## src/hw/rtl/rfnp_pkg.sv

```systemverilog
// ---------------------------------------------------------------------------
// rfnp_pkg
// Types and constants for the ring FIFO with negative purge.
// ---------------------------------------------------------------------------
package rfnp_pkg;

    localparam int WORD_W   = 32;
    localparam int ACTION_W = 2;
    localparam int COUNT_W  = 4;
    localparam int S_DATA_W = 32;
    localparam int M_DATA_W = 40;
    localparam int M_USER_W = 1;

    typedef enum logic [ACTION_W-1:0] {
        ACT_PUSH  = 2'd0,
        ACT_POP   = 2'd1,
        ACT_PEEK  = 2'd2,
        ACT_PURGE = 2'd3
    } action_t;

    typedef enum logic [1:0] {
        ST_IDLE,
        ST_RD_WAIT,
        ST_PURGE
    } state_t;

endpackage

```

## src/hw/rtl/ring_fifo_with_negative_purge_top.sv

```systemverilog
// ---------------------------------------------------------------------------
// ring_fifo_with_negative_purge_top
// Circular FIFO of signed words with push, pop, peek and negative purge.
// ---------------------------------------------------------------------------
// Usage:
//   Input transactions on s_*: s_tuser carries the action (push, pop, peek,
//   purge), s_tdata the word to push. Each transaction gives exactly one
//   result transaction on m_*: m_tuser is the success flag, m_tdata holds
//   the read word (or the removed count for purge) and the fill count.
//   Push, and pop or peek on an empty FIFO: the result is registered in the
//   cycle after acceptance. Pop or peek with data: the read goes through the
//   registered read port of the slot memory, then ST_RD_WAIT loads the result
//   once the output register is free. Purge: the walk issues one memory read
//   and at most one write per cycle, then does the last write and loads the
//   result once the output register is free, so its length follows the held count.
//   s_tready is high only while the sequencer is idle and the output
//   register is empty or being emptied, so one item is in flight at a time;
//   a result waiting for m_tready holds the next item off.
//   Reset clears head, tail, count and the output valid flag; the slot
//   memory is not cleared, as no empty slot is ever read. A stalled
//   receiver holds the result register and, in turn, s_tready low.
// ---------------------------------------------------------------------------
module ring_fifo_with_negative_purge_top
    import rfnp_pkg::*;
#(
    parameter int DEPTH = 8
)
(
    input  logic                clk,
    input  logic                rst_n,
    input  logic                s_tvalid,
    output logic                s_tready,
    input  logic [S_DATA_W-1:0] s_tdata,   // [31:0] push_value
    input  logic [ACTION_W-1:0] s_tuser,   // [1:0] action
    output logic                m_tvalid,
    input  logic                m_tready,
    output logic [M_DATA_W-1:0] m_tdata,   // [31:0] read_value, [35:32] fill_count, [39:36] 0
    output logic [M_USER_W-1:0] m_tuser    // [0] ok
);

    localparam int AW = $clog2(DEPTH);
    localparam int CW = $clog2(DEPTH + 1);
    localparam logic [AW-1:0] LAST_IDX = AW'(DEPTH - 1);
    localparam logic [CW-1:0] FULL_CNT = CW'(DEPTH);

    logic [WORD_W-1:0] mem [DEPTH];

    state_t            state_reg, state_next;
    logic [AW-1:0]     head_reg, head_next;
    logic [AW-1:0]     tail_reg, tail_next;
    logic [CW-1:0]     count_reg, count_next;
    logic [AW-1:0]     rd_ptr_reg, rd_ptr_next;
    logic [AW-1:0]     wr_ptr_reg, wr_ptr_next;
    logic [CW-1:0]     left_reg, left_next;
    logic [CW-1:0]     total_reg, total_next;
    logic [CW-1:0]     kept_reg, kept_next;
    logic              pend_reg, pend_next;
    logic              m_tvalid_reg, m_tvalid_next;
    logic              out_ok_reg, out_ok_next;
    logic [WORD_W-1:0] out_value_reg, out_value_next;
    logic [CW-1:0]     out_count_reg, out_count_next;
    logic [WORD_W-1:0] rd_data_reg;

    logic              mem_we;
    logic [AW-1:0]     mem_waddr;
    logic [WORD_W-1:0] mem_wdata;
    logic              mem_re;
    logic [AW-1:0]     mem_raddr;
    logic              out_free;
    logic              out_load;
    logic              accept;
    action_t           action;

    // Shared pointer step: one incrementer serves head, tail, the purge read pointer and the last purge write
    logic [AW-1:0]     step_in;
    logic [AW-1:0]     step_out;

    assign step_out = (step_in == LAST_IDX) ? '0 : step_in + AW'(1);

    assign out_free = !m_tvalid_reg || m_tready;
    assign s_tready = (state_reg == ST_IDLE) && out_free;
    assign accept   = s_tvalid && s_tready;
    assign action   = action_t'(s_tuser);

    always_comb
    begin
        state_next     = state_reg;
        head_next      = head_reg;
        tail_next      = tail_reg;
        count_next     = count_reg;
        rd_ptr_next    = rd_ptr_reg;
        wr_ptr_next    = wr_ptr_reg;
        left_next      = left_reg;
        total_next     = total_reg;
        kept_next      = kept_reg;
        pend_next      = 1'b0;
        out_load       = 1'b0;
        out_ok_next    = out_ok_reg;
        out_value_next = out_value_reg;
        out_count_next = out_count_reg;
        mem_we         = 1'b0;
        mem_waddr      = tail_reg;
        mem_wdata      = s_tdata;
        mem_re         = 1'b0;
        mem_raddr      = head_reg;
        step_in        = tail_reg;

        case (state_reg)
            ST_IDLE:
            begin
                if (accept)
                begin
                    case (action)
                        ACT_PUSH:
                        begin
                            out_load       = 1'b1;
                            out_value_next = '0;
                            if (count_reg != FULL_CNT)
                            begin
                                mem_we         = 1'b1;
                                step_in        = tail_reg;
                                tail_next      = step_out;
                                count_next     = count_reg + CW'(1);
                                out_ok_next    = 1'b1;
                                out_count_next = count_reg + CW'(1);
                            end
                            else
                            begin
                                out_ok_next    = 1'b0;
                                out_count_next = count_reg;
                            end
                        end
                        ACT_POP, ACT_PEEK:
                        begin
                            if (count_reg != '0)
                            begin
                                mem_re    = 1'b1;
                                mem_raddr = head_reg;
                                if (action == ACT_POP)
                                begin
                                    step_in    = head_reg;
                                    head_next  = step_out;
                                    count_next = count_reg - CW'(1);
                                end
                                state_next = ST_RD_WAIT;
                            end
                            else
                            begin
                                out_load       = 1'b1;
                                out_ok_next    = 1'b0;
                                out_value_next = '0;
                                out_count_next = count_reg;
                            end
                        end
                        default:
                        begin
                            rd_ptr_next = head_reg;
                            wr_ptr_next = head_reg;
                            left_next   = count_reg;
                            total_next  = count_reg;
                            kept_next   = '0;
                            state_next  = ST_PURGE;
                        end
                    endcase
                end
            end

            ST_RD_WAIT:
            begin
                if (out_free)
                begin
                    out_load       = 1'b1;
                    out_ok_next    = 1'b1;
                    out_value_next = rd_data_reg;
                    out_count_next = count_reg;
                    state_next     = ST_IDLE;
                end
            end

            ST_PURGE:
            begin
                // Keep the word read last cycle if its sign bit is clear
                if (pend_reg && !rd_data_reg[WORD_W-1])
                begin
                    mem_we    = 1'b1;
                    mem_waddr = wr_ptr_reg;
                    mem_wdata = rd_data_reg;
                    kept_next = kept_reg + CW'(1);
                end
                if (left_reg != '0)
                begin
                    mem_re      = 1'b1;
                    mem_raddr   = rd_ptr_reg;
                    step_in     = rd_ptr_reg;
                    rd_ptr_next = step_out;
                    left_next   = left_reg - CW'(1);
                    pend_next   = 1'b1;
                    if (mem_we)
                    begin
                        wr_ptr_next = (wr_ptr_reg == LAST_IDX) ? '0 : wr_ptr_reg + AW'(1);
                    end
                end
                else if (pend_reg)
                begin
                    if (mem_we)
                    begin
                        step_in     = wr_ptr_reg;
                        wr_ptr_next = step_out;
                    end
                end
                else if (out_free)
                begin
                    // Head stays put; the kept words now run from it to the tail
                    tail_next      = wr_ptr_reg;
                    count_next     = kept_reg;
                    out_load       = 1'b1;
                    out_ok_next    = 1'b1;
                    out_value_next = WORD_W'(total_reg - kept_reg);
                    out_count_next = kept_reg;
                    state_next     = ST_IDLE;
                end
                else
                begin
                    pend_next = 1'b0;
                end
            end

            default:
            begin
                state_next = ST_IDLE;
            end
        endcase

        if (out_load)
        begin
            m_tvalid_next = 1'b1;
        end
        else if (m_tready)
        begin
            m_tvalid_next = 1'b0;
        end
        else
        begin
            m_tvalid_next = m_tvalid_reg;
        end
    end

    always_ff @(posedge clk or negedge rst_n)
    begin
        if (!rst_n)
        begin
            state_reg    <= ST_IDLE;
            head_reg     <= '0;
            tail_reg     <= '0;
            count_reg    <= '0;
            pend_reg     <= 1'b0;
            m_tvalid_reg <= 1'b0;
        end
        else
        begin
            state_reg    <= state_next;
            head_reg     <= head_next;
            tail_reg     <= tail_next;
            count_reg    <= count_next;
            pend_reg     <= pend_next;
            m_tvalid_reg <= m_tvalid_next;
        end
    end

    always_ff @(posedge clk)
    begin
        rd_ptr_reg    <= rd_ptr_next;
        wr_ptr_reg    <= wr_ptr_next;
        left_reg      <= left_next;
        total_reg     <= total_next;
        kept_reg      <= kept_next;
        out_ok_reg    <= out_ok_next;
        out_value_reg <= out_value_next;
        out_count_reg <= out_count_next;
    end

    // Slot memory: one write port, one registered read port
    always_ff @(posedge clk)
    begin
        if (mem_we)
        begin
            mem[mem_waddr] <= mem_wdata;
        end
    end

    always_ff @(posedge clk)
    begin
        if (mem_re)
        begin
            rd_data_reg <= mem[mem_raddr];
        end
    end

    assign m_tvalid = m_tvalid_reg;
    assign m_tuser  = out_ok_reg;
    assign m_tdata  = {(M_DATA_W - WORD_W - COUNT_W)'(0), COUNT_W'(out_count_reg), out_value_reg};

endmodule

```

## config.mk

```make
export PLATFORM = sky130hd
export DESIGN_NAME = ring_fifo_with_negative_purge_top
export DESIGN_NICKNAME = d
export VERILOG_FILES = /design/src/hw/rtl/rfnp_pkg.sv /design/src/hw/rtl/ring_fifo_with_negative_purge_top.sv
export SDC_FILE = /design/constraint.sdc
export NUM_CORES = 1
export LEC_CHECK = 0
export BUFFER_PORTS_ARGS = -buffer_cell sky130_fd_sc_hd__clkbuf_2
export CORE_MARGIN = 1
export CORE_UTILIZATION = 50
export DETAILED_ROUTE_END_ITERATION = 10
export HOLD_SLACK_MARGIN = 0.1
export PLACE_DENSITY = 0.69
export SLEW_MARGIN = 10
export SYNTH_ARGS = -nofsm -noshare
export SYNTH_HDL_FRONTEND = slang
export SYNTH_SLANG_ARGS = --single-unit
```

## constraint.sdc

```tcl
create_clock -name clk -period 3.63 [get_ports clk]
set_input_delay 0.726 -clock clk [delete_from_list [all_inputs] [get_ports clk]]
set_output_delay 0.726 -clock clk [all_outputs]
set_load 0.01 [all_outputs]
```

### After elaboration in Yosys (flattened, before gate mapping)

Memory sizes are Yosys's and may differ from the RTL's. A register that Yosys moved wholly into a read port is not among the register bits.
Cells that the tools add are included.
Widths: inputs -> output; s select.

| storage, ports and cells | value |
|---|---|
| bits in writable memories | 256 |
| bits of input ports | 38 |
| memories | 1 |
| output and inout bits | 43 |
| flip-flop bits (word level) | 69 |

| cells by class | value |
|---|---|
| bitwise gates (word level) | 1 |
| mux-type cells | 99 |
| reduce and logical (&&, ||, !) cells | 25 |
| add/sub/neg operators | 7 |
| equality and inequality tests | 24 |

Memory list:

| memory | words | width | rd ports | clocked after memory_dff | wr ports | line | text |
|---|---|---|---|---|---|---|---|
| mem | 8 | 32 | 1 | 1 | 1 | ring_fifo_with_negative_purge_top.sv:46 | `logic [WORD_W-1:0] mem [DEPTH];` |

Operators by type and width:

| operator | count |
|---|---|
| $mux 32 | 8 |
| $pmux 32 s3 | 1 |
| $mux 3 | 26 |
| $mux 4 | 16 |
| $pmux 32 s2 | 1 |
| $pmux 4 s2 | 5 |
| $mux 1 | 24 |
| $pmux 3 s2 | 4 |
| $ne 2x2->1 const B | 10 |
| $reduce_and 8->1 | 2 |
| $reduce_and 5->1 | 3 |
| $ne 3x3->1 const B | 4 |
| $pmux 4 s3 | 1 |
| $mux 2 | 5 |
| $add 4x1->4 const B | 2 |
| $pmux 1 s2 | 4 |
| $reduce_and 4->1 | 2 |
| $reduce_bool 4->1 | 2 |
| $sub 4x1->4 const B | 2 |
| $reduce_and 7->1 | 1 |
| $add 3x1->3 const B | 2 |
| $eq 3x3->1 const B | 2 |
| $pmux 1 s3 | 2 |
| $pmux 2 s3 | 1 |
| other kinds (18) | 26 |

### Longest topological paths before layout

| depth | value |
|---|---|
| depth in word-level cells | 14 |
| gate-level depth with buffers | 12 |
| gate-level depth less buffers | 11 |

### Worst setup path after synthesis

No wires, ideal clock.

| timing | value |
|---|---|
| path type | reg-to-reg |
| start | register state_reg[0] |
| end | memory mem[4][0], enable pin |
| clock period less this slack | 3.505 ns |
| path slack | 0.125 ns |
| arrival | 3.084 ns |
| cell stages (with the launch flop) | 9 |
| buffers on the path | 3 |
| path through | dfrtp_1 inv_1 ha_1 buf_2 clkbuf_1 nand2_1 clkbuf_1 a31oi_1 nor2_1 |

| between the ends | value |
|---|---|
| longest elaborated chain between the ends | 7 |

Ends and longest elaborated chain:

| what | line | text |
|---|---|---|
| from (decl) | ring_fifo_with_negative_purge_top.sv:48 | `state_t state_reg, state_next;` |
| from (signal assigned) | ring_fifo_with_negative_purge_top.sv:261 | `state_reg <= state_next;` |
| $logic_not 2->1 | ring_fifo_with_negative_purge_top.sv:81, ring_fifo_with_negative_purge_top.sv:108 |  |
| $logic_and 1x1->1 | ring_fifo_with_negative_purge_top.sv:81 | `assign s_tready = (state_reg == ST_IDLE) && out_free;` |
| $logic_and 1x1->1 | ring_fifo_with_negative_purge_top.sv:82 | `assign accept = s_tvalid && s_tready;` |
| $mux 1 | ring_fifo_with_negative_purge_top.sv:111 | `if (accept)` |
| $pmux 1 s2 | ring_fifo_with_negative_purge_top.sv:108 | `case (state_reg)` |
| $mux 1 | ring_fifo_with_negative_purge_top.sv:285 | `if (mem_we)` |
| $mux 1 (implied by the code) | ring_fifo_with_negative_purge_top.sv:287 | `mem[mem_waddr] <= mem_wdata;` |
| to (decl) | ring_fifo_with_negative_purge_top.sv:46 |  |

Several ways; a longest one is shown, not always the timed one.

### Worst setup path after layout

| timing | value |
|---|---|
| start | register count_reg[1] |
| end | register wr_ptr_reg[2], data pin |

| between the ends | value |
|---|---|
| longest elaborated chain between the ends | 11 |

Ends and longest elaborated chain:

| what | line | text |
|---|---|---|
| from (decl) | ring_fifo_with_negative_purge_top.sv:51 | `logic [CW-1:0] count_reg, count_next;` |
| from (signal assigned) | ring_fifo_with_negative_purge_top.sv:264 | `count_reg <= count_next;` |
| $reduce_bool 4->1 (*) | ring_fifo_with_negative_purge_top.sv:135 | `if (count_reg != '0)` |
| $mux 3 (*) | ring_fifo_with_negative_purge_top.sv:135 |  |
| $mux 3 (*) | -- |  |
| $mux 3 (*) | ring_fifo_with_negative_purge_top.sv:111 |  |
| $pmux 3 s2 (*) | ring_fifo_with_negative_purge_top.sv:108 |  |
| $add 3x1->3 / $eq 3x3->1 (equally long branches) | ring_fifo_with_negative_purge_top.sv:78 | `assign step_out = (step_in == LAST_IDX) ? '0 : step_in + AW'(1);` |
| $mux 3 (*) | ring_fifo_with_negative_purge_top.sv:78 |  |
| named net step_out[2] | ring_fifo_with_negative_purge_top.sv:76 | `logic [AW-1:0] step_out;` |
| $mux 3 (*) | ring_fifo_with_negative_purge_top.sv:205 | `if (mem_we)` |
| $mux 3 (*) | ring_fifo_with_negative_purge_top.sv:203 | `else if (pend_reg)` |
| $mux 3 (*) | ring_fifo_with_negative_purge_top.sv:190 | `if (left_reg != '0)` |
| $pmux 3 s2 (*) | ring_fifo_with_negative_purge_top.sv:108 |  |
| named net wr_ptr_next[2] | ring_fifo_with_negative_purge_top.sv:53 | `logic [AW-1:0] wr_ptr_reg, wr_ptr_next;` |
| to (signal assigned) | ring_fifo_with_negative_purge_top.sv:273 | `wr_ptr_reg <= wr_ptr_next;` |
| to (decl) | ring_fifo_with_negative_purge_top.sv:53 |  |

Mark *: on every way through the listed nets, which the timed path passes. The rest lies on a longest branch. The select of a mux whose other input is x is not followed.
A chain may end at the register's enable or synchronous reset.

==> impl_metrics.py <==
metrics = {
    "grt": {
        "grt_max_degree": 49,
        "antenna_found_initial": 0,
        "grt_use_total": 0.214,
        "grt_overflow": 0,
        "grt_pass1_wl_um": 50100,
        "grt_pass1_vias": 8615,
    },
    "floorplan": {
        "die_y_um": 177,
        "die_area_mm2": 0.0314,
        "ioPinCount": 81,
        "initial_core_util": 0.513,
        "die_w_um": 177,
        "coreArea_mm2": 0.0300,
        "core.rowCount": 63,
    },
    "layout": {
        "largest_reg_flops": 256,
        "syn_to_final_growth_pct": 14.6,
        "diodes": 0,
        "final_nets": 1139,
        "drive_above_1_share": 0.259,
    },
    "route": {
        "drtPass1Iterations": 5,
        "drtIter0Drc": 686,
        "ant_nets": 0,
        "drt-total-wl_um": 32700,
        "wire_per_inst_um": 21.9,
        "viasPerCell": 5.79,
        "vias": 8665,
        "route.detailed.drc": 0,
    },
    "timing": {
        "setup_tns_ps": 0,
        "post-route-period-util": 0.906,
        "fin_worst_skew_ps": 16.1,
        "rsz0062_at_grt": "no",
        "worst_pin_slew_ps": 1060,
        "hold_viol": 0,
        "slew_viol_final": 0,
        "fmax_mhz": 304,
        "setup_viol": 0,
        "max_slew_margin": 0.291,
        "min_period_ps": 3290,
        "worst_hold_slack_ps": 130,
    },
    "flow_run": {
        "drv_cap": 0,
    },
    "logic_synthesis": {
        "synth_top_area_share": 0.670,
        "synth_area_leader_cell": "edfxtp_1",
        "synth-seq-cells": 357,
        "synthArstFlopShare": 0.0392,
        "avgSynthCellArea_um2": 15.6,
        "yosys-top-cells-area": "edfxtp_1 (67%), mux2i_1 (7.0%), a221oi_2 (3.0%), nand2_1 (2.9%), mux2_2 (2.6%)",
        "synth_flop_cell": "edfxtp_1",
        "syn_area_mm2": 0.0154,
        "yosysUniqueCellTypes": 64,
        "yosysMostFrequentCell": "edfxtp_1",
        "synth_edf_count": 343,
        "yosys-top-cells-count": "edfxtp_1 (343), nand2_1 (118), mux2i_1 (108)",
        "yosysWarnings": 0,
        "synthCells": 984,
        "ys_seq_area_frac": 0.693,
    },
    "cts": {
        "clockBufferDepth": 3,
        "cts-root-buf": "clkbuf_16",
        "clk_pin_slew_worst_paths_ps": 70,
        "cts_tree": "built",
        "cts_setup_buffers": 0,
        "ctsHoldBuffers": 0,
        "cts.htree.levels": 2,
        "cts_made_buffers": 37,
        "clkLatencyLatePin_ps": 530,
        "cts_resized": 0,
        "clkSinkCount": 357,
    },
    "power": {
        "internal_power_w": 0.00983,
        "leakage_nw": 6.27,
        "p_sw_frac": 0.343,
        "peakVddDrop_mv": 0.568,
        "seqPwrFrac": 0.394,
        "switchingPower_w": 0.00514,
        "pwr_density_cell_mw_per_mm2": 850,
        "combinationalPowerShare": 0.370,
        "clockPowerShare": 0.236,
    },
    "critical_path": {
        "crit_path_start_kind": "register",
        "cp.arrival_ps": 3560,
        "crit_family": "adder cells",
        "cp_common_cell": "ha_1",
        "path_cells": "inv_1 -> ha_1 -> nor3b_1 -> nor4_2 -> buf_4 -> a221o_1 -> ha_1 -> ha_1 -> mux2_2 -> mux2_2",
        "cp_slowest_cell": "nor3b_1",
        "worstPathRequired_ps": 3910,
        "critical_path_class": "register to register",
        "r2r_start": "count_reg[1]$_DFFE_PN0P_",
        "slowest_delay_ps": 530,
        "r2r_end": "wr_ptr_reg[2]$_DFFE_PP_",
        "worstPathMaxFanout": 7,
        "path_buf_inv": 2,
        "rrSetupSlack_ps": 340,
        "end_kind": "register",
        "ff2ff_path_depth": 10,
    },
    "placed_design": {
        "routabilityCongestion": 0.823,
        "dpl.hpwl_um": 18500,
        "port_buffers": 76,
    },
    "run_status": {
        "status": "complete, no violations",
    },
    "worst_hold_path": {
        "hp-class": "input port to async pin",
    },
}
[through the flow]
| step | std cells | util | setup WS (ps) | power, W | area, µm² |
|---|---|---|---|---|---|
| floorplan | 987 | - | 125 | 0.00976 | 15400 |
| global placement | 1430 | 0.551 | 235 | 0.0115 | 16500 |
| detailed placement | 1430 | 0.551 | 189 | 0.0116 | 16500 |
| CTS | 1497 | 0.588 | 392 | 0.0151 | 17600 |
| global route | 1497 | 0.588 | 183 | 0.0157 | 17600 |
| finish | 1497 | 0.588 | 340 | 0.0150 | 17600 |
[worst reg2reg max path, delay by kind of cell, from the launching register on]
kind                     cells  cell delay, ps
AO/OA/AOI/OAI                1             320
adder cells (fa/ha/maj)      3             770
buffers and inverters        2             320
flip-flops                   1             450
multiplexers                 2             540
AND/OR/NAND/NOR              2             640
[area by class of cell]
class,instances,area [µm²]
clock buffer,46,981
clock inverter,21,139
fill,2279,12300
inverter,20,75.1
multi-input combinational,549,4430
sequential,357,10700
tap,390,488
timing repair buffer,114,853
[per-layer routing]
| layer | up-vias | GRT usage | routed length, µm |
|---|---|---|---|
| li1 | 4003 | - | - |
| met1 | 4369 | 0.301 | 14700 |
| met2 | 243 | 0.346 | 15900 |
| met3 | 50 | 0.0276 | 1440 |
| met4 | 0 | 0.0730 | 799 |
| met5 | - | 0 | 0 |
[worst max path at each step]
stage                                   end  cells past startpoint  slack (ps)                     start
floorplan               mem[4][0]$_DFFE_PP_                      8         120  state_reg[0]$_DFFE_PN0P_
global route        wr_ptr_reg[2]$_DFFE_PP_                     10         180  count_reg[1]$_DFFE_PN0P_
finish              wr_ptr_reg[2]$_DFFE_PP_                     10         340  count_reg[1]$_DFFE_PN0P_
global placement    wr_ptr_reg[2]$_DFFE_PP_                     11         230                s_tuser[0]
CTS                 wr_ptr_reg[2]$_DFFE_PP_                     10         390  count_reg[1]$_DFFE_PN0P_
detailed placement  wr_ptr_reg[2]$_DFFE_PP_                     11         190                s_tuser[0]
[power groups by stage]
stage	Clock [W]	Sequential [W]	Combinational [W]
floorplan	0	0.00599	0.00377
global placement	0	0.00597	0.00549
detailed placement	0	0.00599	0.00557
CTS	0.00360	0.00590	0.00559
global route	0.00374	0.00597	0.00597
finish	0.00353	0.00590	0.00553
[layout by cell type, fill, tap and decap left out, drive strengths merged, types with 6 or more instances in the layout]
| cell | count |
|---|---|
| edfxtp | 343 |
| clkbuf | 122 |
| nand2 | 119 |
| mux2i | 108 |
| buf | 38 |
| mux2 | 36 |
| nor2 | 36 |
| a221oi | 33 |
| a32o | 32 |
| a21boi | 30 |
| ha | 21 |
| inv | 21 |
| clkinv | 18 |
| a21oi | 17 |
| dfrtp | 14 |
| o21ai | 12 |
| nor2b | 9 |
| a211oi | 8 |
| a31oi | 7 |
| nor3 | 7 |
| nand3 | 6 |
| xnor2 | 6 |
| and2 | 6 |
| and3 | 6 |
[kinds of logic after synthesis]
group           count (synthesis)  share of synthesized area
flops                         357                      0.693
fa+ha+maj                      22                     0.0184
other cells                     1                   0.000244
mux                           144                     0.0967
buf+inv                        81                     0.0254
simple gates                  207                     0.0609
compound gates                165                      0.102
xor+xnor                        7                    0.00399
No activity file was read; power rests on OpenSTA's default activity.
